[src/rtl/pce_pkg.sv]
// Shared types and constants for the palette classify/expand block.
// No dependencies; imported by pce_front, pce_cmd_fifo, pce_back.
package pce_pkg;

    localparam logic [2:0] FMT_MONO       = 3'd0;
    localparam logic [2:0] FMT_MONO_ALPHA = 3'd1;
    localparam logic [2:0] FMT_RGB        = 3'd2;
    localparam logic [2:0] FMT_RGBA       = 3'd3;
    localparam logic [2:0] FMT_ARGB       = 3'd4;

    localparam logic [7:0] BYTE_OPAQUE = 8'hFF;
    localparam logic [7:0] BYTE_CLEAR  = 8'h00;

    localparam int QUEUE_DEPTH = 4;

    typedef enum logic [1:0] {
        MASK_NONE = 2'd0,
        MASK_ONE  = 2'd1,
        MASK_OFF  = 2'd2
    } mask_state_t;

    // Classification snapshot carried with every request
    typedef struct packed {
        logic [2:0] format;
        logic       has_mask;
        logic [7:0] mask_gray;
        logic       is_identity;
        logic [8:0] loaded_count;
    } status_t;

    // One request from the front end to the back end
    typedef struct packed {
        logic        is_expand;
        logic        bad;
        logic        we;
        logic [7:0]  addr;
        logic [31:0] data;    // {alpha, red, green, blue}
        status_t     status;
    } cmd_t;

    function automatic logic [2:0] fmt_code(input logic color, input logic alpha,
                                            input logic order);
        logic [2:0] f;
        if (color)
            f = alpha ? (order ? FMT_RGBA : FMT_ARGB) : FMT_RGB;
        else
            f = alpha ? FMT_MONO_ALPHA : FMT_MONO;
        return f;
    endfunction

endpackage

[src/rtl/pce_cmd_fifo.sv]
// Short request queue between front and back end.
// Depends on pce_pkg (cmd_t, QUEUE_DEPTH).
module pce_cmd_fifo (
    input  logic           clk,
    input  logic           rst_n,
    input  logic           wr_en,
    input  pce_pkg::cmd_t  wr_cmd,
    output logic           full,
    input  logic           rd_en,
    output pce_pkg::cmd_t  rd_cmd,
    output logic           empty
);
    import pce_pkg::*;

    localparam int PTR_W = $clog2(QUEUE_DEPTH);
    localparam int CNT_W = $clog2(QUEUE_DEPTH + 1);

    cmd_t             slots [QUEUE_DEPTH];
    logic [PTR_W-1:0] wr_ptr_reg;
    logic [PTR_W-1:0] rd_ptr_reg;
    logic [CNT_W-1:0] fill_reg;

    assign full   = fill_reg == CNT_W'(QUEUE_DEPTH);
    assign empty  = fill_reg == '0;
    assign rd_cmd = slots[rd_ptr_reg];

    always_ff @(posedge clk)
    begin
        if (wr_en)
            slots[wr_ptr_reg] <= wr_cmd;
    end

    always_ff @(posedge clk or negedge rst_n)
    begin
        if (!rst_n)
        begin
            wr_ptr_reg <= '0;
            rd_ptr_reg <= '0;
            fill_reg   <= '0;
        end
        else
        begin
            if (wr_en)
                wr_ptr_reg <= wr_ptr_reg + PTR_W'(1);
            if (rd_en)
                rd_ptr_reg <= rd_ptr_reg + PTR_W'(1);
            if (wr_en && !rd_en)
                fill_reg <= fill_reg + CNT_W'(1);
            else if (rd_en && !wr_en)
                fill_reg <= fill_reg - CNT_W'(1);
        end
    end

endmodule

[config.mk]
export PLATFORM = sky130hd
export DESIGN_NAME = pce_cmd_fifo
export DESIGN_NICKNAME = d
export VERILOG_FILES = /design/src/rtl/pce_pkg.sv /design/src/rtl/pce_cmd_fifo.sv
export SDC_FILE = /design/constraint.sdc
export NUM_CORES = 1
export LEC_CHECK = 0
export BUFFER_PORTS_ARGS = -buffer_cell sky130_fd_sc_hd__buf_2
export CORE_UTILIZATION = 45
export CTS_CLUSTER_DIAMETER = 150
export DETAILED_ROUTE_END_ITERATION = 8
export GPL_TIMING_DRIVEN = 0
export PLACE_DENSITY = 0.62
export SLEW_MARGIN = 20
export SYNTH_ARGS = -nofsm -noshare
export SYNTH_HDL_FRONTEND = slang
export SYNTH_SLANG_ARGS = --single-unit
[constraint.sdc]
create_clock -name clk -period 5.9 [get_ports clk]
set_input_delay 1.18 -clock clk [delete_from_list [all_inputs] [get_ports clk]]
set_output_delay 1.18 -clock clk [all_outputs]
set_load 0.05 [all_outputs]
# After elaboration in Yosys (flattened, before gate mapping)
# Memory sizes are Yosys's and may differ from the RTL's.
# Cells that the tools add are included.
[word_totals]
ff_bits = 7
ram_bits = 260
input_bits = 69
out_inout_bits = 67
n_memories = 1
[mem_list]
columns = ["name", "depth", "width", "rd", "rd_clocked_by_memory_dff", "wr", "line_no", "text"]
rows = [
  ["slots", 4, 65, 1, 0, 1, "pce_cmd_fifo.sv:18", "cmd_t slots [QUEUE_DEPTH];"],
]
[classes]
addsub = 4
n_eq_ne = 1
muxes = 4
reduce_logical = 6
[ops]
columns = ["op", "n"]
rows = [
  ["3-bit two-way mux", 2],
  ["2-bit by 1-bit adder with 2-bit output, second input constant", 2],
  ["3-bit by 1-bit adder with 3-bit output, second input constant", 1],
  ["3-bit == test, second input constant", 1],
  ["3-bit zero test", 1],
  ["3-bit by 1-bit subtractor with 3-bit output, second input constant", 1],
  ["1-bit logical AND", 2],
  ["1-bit zero test", 2],
  ["1-bit two-way mux", 2],
  ["2-bit nonzero test", 1],
]

# Longest topological paths before layout
[logic_depth]
word_depth = 4
ltp_mapped = 7
mapped_depth_nobuf = 7

# Least setup slack after synthesis
# No wires, ideal clock.
[synth_timing]
kind = "input to register"
startpoint = "input port wr_en"
endpoint = "memory slots[1][0] (netlist name) (enable)"
arrival_ns = 2.709
setup_slack_ns = 2.761
stages = 1
path_cell_list = "and2_1"
[synth_via]
elab_chain_cells = 2
[synth_rtl]
columns = ["element", "line_no", "text"]
rows = [
  ["start, declared", "pce_cmd_fifo.sv:6", "input logic wr_en,"],
  ["1-bit two-way mux", "pce_cmd_fifo.sv:29", "if (wr_en)"],
  ["1-bit two-way mux (implied by the code)", "pce_cmd_fifo.sv:30", "slots[wr_ptr_reg] <= wr_cmd;"],
  ["end, declared", "pce_cmd_fifo.sv:18", ""],
]
# Every way passes these cells.

==> results.ini <==
[cells_and_area]
largest_reg_flops = 260
post_route_cells_drive_above_1_share_pct = 45.6
mostFrequentLayoutCell = edfxtp_1
final_cell_mix = edfxtp_1, buf_2, mux4_2, clkbuf_16
finalNetCount = 617
fin_cells = 836
syn_to_final_growth_pct = 19.7
diodes = 0
fill_cells = 1605

[critical_path]
crit_required_ns = 4.72
path_delay_family = buffers and inverters
reg2reg_setup_slack_ns = 4.15
critical_path.slowest_cell = dfrtp_1
r2r_end = slots[1][17]
cp_num_buf_inv = 3
worstPathMaxFanout = 10
cpPeakStageDelay_ns = 0.36
crit_start = rd_ptr_reg[1]
worst_ep_arrival_time_ns = 2.08
r2r_start = wr_ptr_reg[1]
r2r_cells = 4
critical-path-top-cell-by-count = buf_2
path_cells = buf_2, buf_2, mux4_2, buf_2
cp-end-kind = primary output
crit_type = flop to primary output
cp-start-kind = flop

[logic_synthesis]
syn-cell-area_um2 = 9810
synth_compound_area_share_pct = 0.0510
ys_types = 20
synthCells = 374
ys_top_cells_by_area = edfxtp_1, mux4_2, dfrtp_1, buf_12, ha_1
synth_seq_area_share_pct = 81.4
synth.area.mux_share_pct = 15.0
synth_fa_ha_area_share_pct = 0.842
synth_top_area_cell = edfxtp_1
ys_ff_latch = 267
synthArstFlopShare_pct = 2.62
syn_nets = 449
ys.flop_type = edfxtp_1
synth_top_area_share_pct = 79.6
synth_top_family_by_area = multiplexers
synthSimpleGateAreaFrac_pct = 0.498
ys_warn_count = 0
synth_edf_count = 260
synth_xor_area_share_pct = 0.536
syn_area_per_cell_um2 = 26.2

[clock_network]
cts_sinks = 267
numCtsBuffers = 27
tritoncts = built
worstSkewPairLatency_ns = 0.52
clockBufferDepth = 3
htree_levels = 1
cts_resized = 0
cts.reportedPaths.clkPinSlew_ns = 0.06
post_cts_buffers = 0
cts-root-buf = clkbuf_16
cts_hold_buf = 0

[routing]
drc_errors = 0
met1Wirelength_mm = 7.10
wl_per_cell_um = 20.2
top_layer = met5
via_count = 4354
antenna_left = 0
avgViaCountPerCell = 5.21
wl_met2_mm = 8.55
wl_met3_um = 984
drt_iter0_markers = 226
drt_first_pass_iters = 4
wl_mm = 16.9

[run]
cap_violations = 0

[timing]
clock.fmax_mhz = 307
finalSetupViolations = 0
slew_violations = 0
fin_crit_sh_pct = 55.2
final.min_clock_period_ns = 3.26
grt_setup_unrepaired = no
finalHoldViolations = 0
fin_tns_setup_ns = 0
worst_slack_ns = 2.64
hold_slack_ns = 0.484
worst_pin_slew_ns = 0.664
maxSlewHeadroom_pct = 55.8
finClkSkew_ns = 0.0185

[floorplanning]
coreArea_um2 = 21200
io_pins = 136
start_util_pct = 46.2
std_cell_rows = 53
die_y_um = 150
chipWidth_um = 150
fp.dieArea_um2 = 22400

[worst_hold_path]
min_path_type = input pin to async pin

[outcome]
outcome = finished clean

[placed_design]
hpwl_mm = 10.4
gp_congestion = 0.723
port_buffers = 135
preCtsSetupSlack_ns = 3.12
place_inst = 788

[grt]
track_usage_pct = 15.5
grt_start_max_net_pins = 43
antenna_found_initial = 2
grt_overflow = 0
grt_pass1_wl_mm = 25.8
grt_pass1_vias = 4740

[pwr]
powerDensity_nw_per_um2 = 574
ir_drop_mv = 0.299
leakage_nw = 4.04

layer usage:
metal  global-route usage (%)  up-vias
met3                     3.38       24
met5                        0        -
met2                     26.2      110
li1                         -     1934
met1                     20.4     2282
met4                     4.13        4
report_power, final:
part / leakage, nW / total [mW] / internal, mW / switching [mW]
sequential: 2.47 / 2.56 / 2.48 / 0.0833
clock: 0.383 / 1.53 / 0.879 / 0.652
combinational: 1.19 / 2.65 / 0.839 / 1.81
per-stage QoR:
stage | cell area (µm²) | util, % | power (mW)
final | 11700 | 55.3 | 6.74
after global routing | 11700 | 55.3 | 7.05
after floorplan | 9810 | - | 4.68
after detailed placement | 10900 | 51.6 | 5.31
after global placement | 10800 | 51.0 | 5.26
after CTS | 11700 | 55.3 | 6.85
area by class of cell:
class                      count  area, µm²  area share, %
sequential                   267       7980           68.0
buffer                        15        146           1.25
tap                          275        344           2.93
clock buffer                  33        698           5.94
inverter                       4       15.0          0.128
clock inverter                15       98.8          0.842
timing repair buffer         139        786           6.69
multi-input combinational     88       1670           14.3
kinds of logic after synthesis:
family                   after synthesis
AO/OA/AOI/OAI                          1
XOR/XNOR                               6
adder cells (fa/ha/maj)                6
buffers and inverters                 19
flip-flops                           267
multiplexers                          66
AND/OR/NAND/NOR                        9
cells in the mapped netlist (2+ instances only):
master / n
edfxtp_1: 260
mux4_2: 65
dfrtp_1: 7
buf_2: 5
ha_1: 5
and2_1: 4
buf_12: 4
inv_1: 4
xor2_1: 4
buf_4: 3
clkbuf_1: 2
nand2_1: 2
xnor2_1: 2
worst max path at each step:
stage / endpoint / slack [ns] / depth (start not counted)
after floorplan: slots[1][0] / 2.76 / 1
after global placement: slots[0][16] / 1.30 / 2
after detailed placement: rd_cmd[2] / 3.12 / 4
after CTS: rd_cmd[2] / 2.55 / 4
after global routing: rd_cmd[7] / 2.49 / 4
final: rd_cmd[14] / 2.64 / 4
Power figures use the tool's default switching activity.
