[src/rtl/pce_pkg.sv]
// Shared types and constants for the palette classify/expand block.
// No dependencies; imported by pce_front, pce_cmd_fifo, pce_back.
package pce_pkg;

    localparam logic [2:0] FMT_MONO       = 3'd0;
    localparam logic [2:0] FMT_MONO_ALPHA = 3'd1;
    localparam logic [2:0] FMT_RGB        = 3'd2;
    localparam logic [2:0] FMT_RGBA       = 3'd3;
    localparam logic [2:0] FMT_ARGB       = 3'd4;

    localparam logic [7:0] BYTE_OPAQUE = 8'hFF;
    localparam logic [7:0] BYTE_CLEAR  = 8'h00;

    localparam int QUEUE_DEPTH = 4;

    typedef enum logic [1:0] {
        MASK_NONE = 2'd0,
        MASK_ONE  = 2'd1,
        MASK_OFF  = 2'd2
    } mask_state_t;

    // Classification snapshot carried with every request
    typedef struct packed {
        logic [2:0] format;
        logic       has_mask;
        logic [7:0] mask_gray;
        logic       is_identity;
        logic [8:0] loaded_count;
    } status_t;

    // One request from the front end to the back end
    typedef struct packed {
        logic        is_expand;
        logic        bad;
        logic        we;
        logic [7:0]  addr;
        logic [31:0] data;    // {alpha, red, green, blue}
        status_t     status;
    } cmd_t;

    function automatic logic [2:0] fmt_code(input logic color, input logic alpha,
                                            input logic order);
        logic [2:0] f;
        if (color)
            f = alpha ? (order ? FMT_RGBA : FMT_ARGB) : FMT_RGB;
        else
            f = alpha ? FMT_MONO_ALPHA : FMT_MONO;
        return f;
    endfunction

endpackage

[src/rtl/pce_front.sv]
// Front end: accepts requests, keeps the running palette classification
// and builds one queue request per item. Depends on pce_pkg.
module pce_front #(
    parameter int PALETTE_DEPTH = 256
) (
    input  logic           clk,
    input  logic           rst_n,
    input  logic           cfg_wr_en,
    input  logic           cfg_wr_data,
    input  logic           push,
    input  logic           op,
    input  logic           start_new,
    input  logic [7:0]     red,
    input  logic [7:0]     green,
    input  logic [7:0]     blue,
    input  logic [7:0]     alpha,
    input  logic [7:0]     pixel_index,
    input  logic           q_full,
    output logic           q_push,
    output pce_pkg::cmd_t  q_cmd
);
    import pce_pkg::*;

    localparam logic [8:0] DEPTH_C = 9'(PALETTE_DEPTH);

    logic [8:0]  count_reg;
    logic        identity_reg;
    logic        alpha_seen_reg;
    logic        color_seen_reg;
    mask_state_t mask_state_reg;
    logic [7:0]  mask_value_reg;
    logic        alpha_order_reg;

    logic [8:0]  count_next;
    logic        identity_next;
    logic        alpha_seen_next;
    logic        color_seen_next;
    mask_state_t mask_state_next;
    logic [7:0]  mask_value_next;

    logic        room;
    logic        accept;
    status_t     snap;

    assign accept = push && !q_full;
    assign q_push = accept;

    always_comb
    begin
        // cleared view first, then the entry update
        count_next      = start_new ? 9'd0 : count_reg;
        identity_next   = start_new ? 1'b1 : identity_reg;
        alpha_seen_next = start_new ? 1'b0 : alpha_seen_reg;
        color_seen_next = start_new ? 1'b0 : color_seen_reg;
        mask_state_next = start_new ? MASK_NONE : mask_state_reg;
        mask_value_next = start_new ? 8'd0 : mask_value_reg;
        room            = count_next < DEPTH_C;

        q_cmd.we   = room;
        q_cmd.addr = count_next[7:0];

        if (room)
        begin
            if ({1'b0, red} != count_next)
                identity_next = 1'b0;
            if (alpha != BYTE_OPAQUE)
                alpha_seen_next = 1'b1;
            if (red != green || green != blue)
            begin
                color_seen_next = 1'b1;
                if (alpha != BYTE_OPAQUE)
                    mask_state_next = MASK_OFF;
            end
            else if (alpha == BYTE_CLEAR)
            begin
                if (mask_state_next == MASK_NONE)
                begin
                    mask_state_next = MASK_ONE;
                    mask_value_next = red;
                end
                else if (mask_state_next == MASK_ONE && mask_value_next != red)
                    mask_state_next = MASK_OFF;
            end
            else if (alpha != BYTE_OPAQUE)
                mask_state_next = MASK_OFF;
            count_next = count_next + 9'd1;
        end

        q_cmd.is_expand = op;
        q_cmd.data      = {alpha, red, green, blue};
        if (op)
        begin
            // expand: classification unchanged
            q_cmd.bad  = {1'b0, pixel_index} >= count_reg;
            q_cmd.we   = 1'b0;
            q_cmd.addr = pixel_index;
            snap.format       = fmt_code(color_seen_reg, alpha_seen_reg, alpha_order_reg);
            snap.has_mask     = mask_state_reg == MASK_ONE;
            snap.mask_gray    = (mask_state_reg == MASK_ONE) ? mask_value_reg : 8'd0;
            snap.is_identity  = identity_reg;
            snap.loaded_count = count_reg;
        end
        else
        begin
            q_cmd.bad = 1'b0;
            snap.format       = fmt_code(color_seen_next, alpha_seen_next, alpha_order_reg);
            snap.has_mask     = mask_state_next == MASK_ONE;
            snap.mask_gray    = (mask_state_next == MASK_ONE) ? mask_value_next : 8'd0;
            snap.is_identity  = identity_next;
            snap.loaded_count = count_next;
        end
        q_cmd.status = snap;
    end

    always_ff @(posedge clk or negedge rst_n)
    begin
        if (!rst_n)
        begin
            count_reg       <= 9'd0;
            identity_reg    <= 1'b1;
            alpha_seen_reg  <= 1'b0;
            color_seen_reg  <= 1'b0;
            mask_state_reg  <= MASK_NONE;
            mask_value_reg  <= 8'd0;
            alpha_order_reg <= 1'b0;
        end
        else
        begin
            if (cfg_wr_en)
                alpha_order_reg <= cfg_wr_data;
            if (accept && !op)
            begin
                count_reg      <= count_next;
                identity_reg   <= identity_next;
                alpha_seen_reg <= alpha_seen_next;
                color_seen_reg <= color_seen_next;
                mask_state_reg <= mask_state_next;
                mask_value_reg <= mask_value_next;
            end
        end
    end

    a_count_bound: assert property (@(posedge clk) disable iff (!rst_n)
        count_reg <= DEPTH_C)
        else $error("entry count above palette depth");

    a_load_counts: assert property (@(posedge clk) disable iff (!rst_n)
        accept && !op && !start_new && count_reg < DEPTH_C
        |=> count_reg == $past(count_reg) + 9'd1)
        else $error("load with room did not advance entry count");

endmodule

[config.mk]
export PLATFORM = sky130hd
export DESIGN_NAME = pce_front
export DESIGN_NICKNAME = d
export VERILOG_FILES = /design/src/rtl/pce_pkg.sv /design/src/rtl/pce_front.sv
export SDC_FILE = /design/constraint.sdc
export NUM_CORES = 1
export LEC_CHECK = 0
export ABC_AREA = 1
export BUFFER_PORTS_ARGS = -buffer_cell sky130_fd_sc_hd__buf_2
export CORE_ASPECT_RATIO = 1.75
export CORE_MARGIN = 2
export CORE_UTILIZATION = 50
export CTS_CLUSTER_DIAMETER = 120
export DETAILED_ROUTE_END_ITERATION = 10
export PLACE_DENSITY = 0.82
export SLEW_MARGIN = 20
export SYNTH_ARGS = -nofsm -noshare
export SYNTH_HDL_FRONTEND = slang
export SYNTH_SLANG_ARGS = --single-unit
[constraint.sdc]
create_clock -name clk -period 1.9 [get_ports clk]
set_input_delay 0.285 -clock clk [delete_from_list [all_inputs] [get_ports clk]]
set_output_delay 0.285 -clock clk [all_outputs]
set_load 0.03 [all_outputs]
-- After elaboration in Yosys (flattened, before gate mapping)
Cells that the tools add are included.
- register bits: 23
- logic and storage cells: 61
- bits of input ports: 48
- output and inout bits: 66
- reduce and logical (&&, ||, !) cells: 8
- mux-type cells: 35
- $add $sub $neg: 1
- order comparisons: 2
- eq/ne operators: 8
- operators with widths (kind ; number):
    8-bit 2-to-1 mux ; 7
    9-bit 2-to-1 mux ; 3
    8-bit inequality test ; 3
    22-bit 2-to-1 mux ; 1
    3-bit 2-to-1 mux ; 5
    2-bit 2-to-1 mux ; 7
    1-bit 2-to-1 mux ; 12
    9-bit by 1-bit adder with 9-bit output, second input constant ; 1
    8-bit by 9-bit greater-or-equal comparator with 1-bit output ; 1
    9-bit < comparator, second input constant ; 1
    8-bit by 9-bit inequality test with 1-bit output ; 1
    8-bit zero test ; 1
    8-bit inequality test, second input constant ; 1
    2-bit by 1-bit equality test with 1-bit output, second input constant ; 3
    1-bit logical AND ; 3
    1-bit zero test ; 2
    2-bit zero test ; 1
    1-bit logical OR ; 1

-- Depth between registers and ports, before layout
- depth after elaboration: 11
- gate-level depth with buffers: 15
- gate-level depth less buffers: 15

-- Least setup slack after synthesis
OpenSTA, ideal clock, no wires.
- kind: input to output
- start point: input start_new
- end point: output q_cmd[7] (netlist bit)
- cell stages on the path: 7
- path slack: -0.239 ns
- path buffers: 1
- required time: 1.615 ns
- arrival time: 1.854 ns
- cell sequence: buf_4 nor2_1 nand3_1 nor3_1 nand4_1 xnor2_1 o21ai_0
- RTL lines (item ; line ; text):
    from (decl) ; pce_front.sv:12 ; input logic start_new,
    to (decl) ; pce_front.sv:20 ; output pce_pkg::cmd_t q_cmd

==> results.cfg <==
[route]
wl_per_cell_um = 15.4
drt-initial-drc-count = 203
drt_pass1_iterations = 4
num_vias = 3836
drtAntennaViolNets = 0
wl_um = 11000
drcViolationCount = 0
vias_per_cell = 5.34

[finish]
largest_reg_flops = 9
drive_gt1_share_pct = 48.0
multi_input_area_um2 = 2120
nNetsFinal = 700
num_antenna_cells = 0
nFillCells = 364
instances_no_fill = 718
utilization_pct = 82.5
mostFrequentLayoutCell = nand2_1
finish.instance_area_um2 = 4540
syn_to_final_growth_pct = 61.8
regArea_um2 = 577
mostFrequentLayoutCells = nand2_1 (168), buf_4 (84), buf_2 (79)

[critical_path]
cp_top_family = simple AND/OR/NAND/NOR gates
required_ns = 1.62
critPathBufInv = 2
rr_endpoint = mask_state_reg[0]
path_cells = nand2_1 > inv_2 > ha_2 > nand3_2 > nor3_4 > nand2_2 > xor2_2 > nand2_1 > o21ai_2 > buf_6
cp.arrival_ns = 2.00
max_stage_delay_ns = 0.40
crit_path_top_delay_cell = dfrtp_1
cp_max_fo = 2
timing.reg2reg.setup_slack_ns = 0.10
reg2reg_depth = 15
timing.rr.start = mask_value_reg[4]
critical_path_class = register to primary output
end_kind = primary output
crit_path_frequent_cell = nand2_1
cp-start-kind = register

[run]
cap_violations = 0

[synth]
syn_area_per_cell_um2 = 5.85
postSynthCellCount = 479
ys_seq_area_share_pct = 20.6
syn_area_um2 = 2800
synth_cell_types = 32
synth_fp_nets = 536
synth_flop_cell = dfrtp_1
ys_warn_count = 0
synth_edf_count = 0
async_flop_share_pct = 100
synth-seq-cells = 23

[grt]
grt_first_pass_wirelength_um = 15200
grt_max_degree = 29
grt_antenna_before_repair = 0
grt_pass1_vias = 3492
grt.total_usage_pct = 31.4
grt_overflow_total = 0

[power]
p_switching_mw = 1.03
combPwrFrac_pct = 59.0
clockPowerShare_pct = 15.1
leakage_nw = 2.44
seq_power_share_pct = 26.0
ir_drop_uv = 455
powerDensity_nw_per_um2 = 499
p_sw_share_pct = 45.5
power.total_mw = 2.26
p_int_mw = 1.23

[sta]
period_share_pct = 120
holdWs_ns = -0.00332
finalHoldViolCount = 2
worst_slack_ns = -0.383
setup_tns_ns = -5.37
rsz0062_at_grt = true
clock.fmax_ghz = 0.438
slew_headroom_pct = 60.9
clock_skew_ns = 0.00576
tightest_slew_ns = 0.587
layout_min_cycle_time_ns = 2.28
setup_viol = 21
slew_violations = 0

[placed_design]
place_area_um2 = 3710
dp.cells = 693
dp_hpwl_um = 7120
place_ws_ns = -0.316
finalWeightedCongestion = 0.954
portBuffers = 113

[floorplan]
rows = 36
dieWidth_um = 60.6
num_io_pins = 114
start_util_pct = 51.0
core-area_um2 = 5500
die_area_um2 = 6240
dieHeight_um = 103

[clocking]
path_clk_slew_ns = 0.10
cts.sink_count = 23
cts_tree = done
clock_latency_ns = 0.27
hold_buffers = 0
clk_path_buf_depth = 2
ctsRootBufferMaster = clkbuf_8
numCtsBuffers = 3
h-tree-depth = 1

[status]
violations = hold timing, setup timing
status = finished with violations

[min_path]
hold_class = input pin to async pin
layout make-up:
cell class                 count  area share [%]
timing repair buffer         200            32.2
clock buffer                   4           0.993
tap                           76            2.10
multi-input combinational    356            46.8
sequential                    23            12.7
inverter                      59            5.24
cells by family (layout without fill, tap and decap cells):
group / after synthesis / count (layout) / synth area share (%)
xor gates and xnor gates: 12 / 12 / 3.75
adders and majority gates: 9 / 9 / 4.02
buffers and inverters: 102 / 263 / 18.7
AOI/OAI and AO/OA: 57 / 57 / 11.1
and+or+nand+nor: 276 / 278 / 41.8
DFF: 23 / 23 / 20.6
power groups by stage:
stage / logic, mW / clock network, mW / registers [mW]
floorplan: 0.625 / 0 / 0.580
global placement: 0.993 / 0 / 0.581
global route: 1.42 / 0.355 / 0.591
detailed placement: 1.02 / 0 / 0.584
CTS: 1.16 / 0.331 / 0.580
finish: 1.33 / 0.341 / 0.587
what timing repair did:
item / CTS / global route
pin swaps: 35 / 43
gates resized for setup: 100 / 74
cloned: 2 / 0
endpoints found under the setup margin: 23 / 24
setup buffers: 9 / 11
Yosys cell counts, drive strengths merged, types with 2 or more instances:
cell	n	area share, %
nand2	194	26
o22ai	2	0.45
xnor2	3	0.94
nor3	4	0.71
clkbuf	6	0.80
a21oi	8	1.8
clkinv	2	0.45
dfrtp	22	20
nor2	43	7.1
buf	37	9.9
o21ai	43	7.7
inv	57	7.6
nand3	22	4.8
nand4	13	2.9
xor2	9	2.8
ha	9	4.0
worst max path at each step:
stage,start,slack (ns),cells past startpoint,end
after global routing,count_reg[1],-0.51,10,q_cmd[6]
final,count_reg[0],-0.38,10,q_cmd[6]
after floorplan,start_new,-0.01,7,q_cmd[7]
after global placement,start_new,-0.26,16,q_cmd[15]
after detailed placement,start_new,-0.32,16,q_cmd[15]
after CTS,mask_value_reg[4],-0.34,13,q_cmd[16]
layer usage:
layer,global-route usage (%),share of wire [%],wire length [um]
met3,2.63,4.7,519
met1,33.1,35,3870
met2,58.0,53,5860
met5,0,0,0
met4,18.6,7.1,787
(Power assumes the default switching activity.)
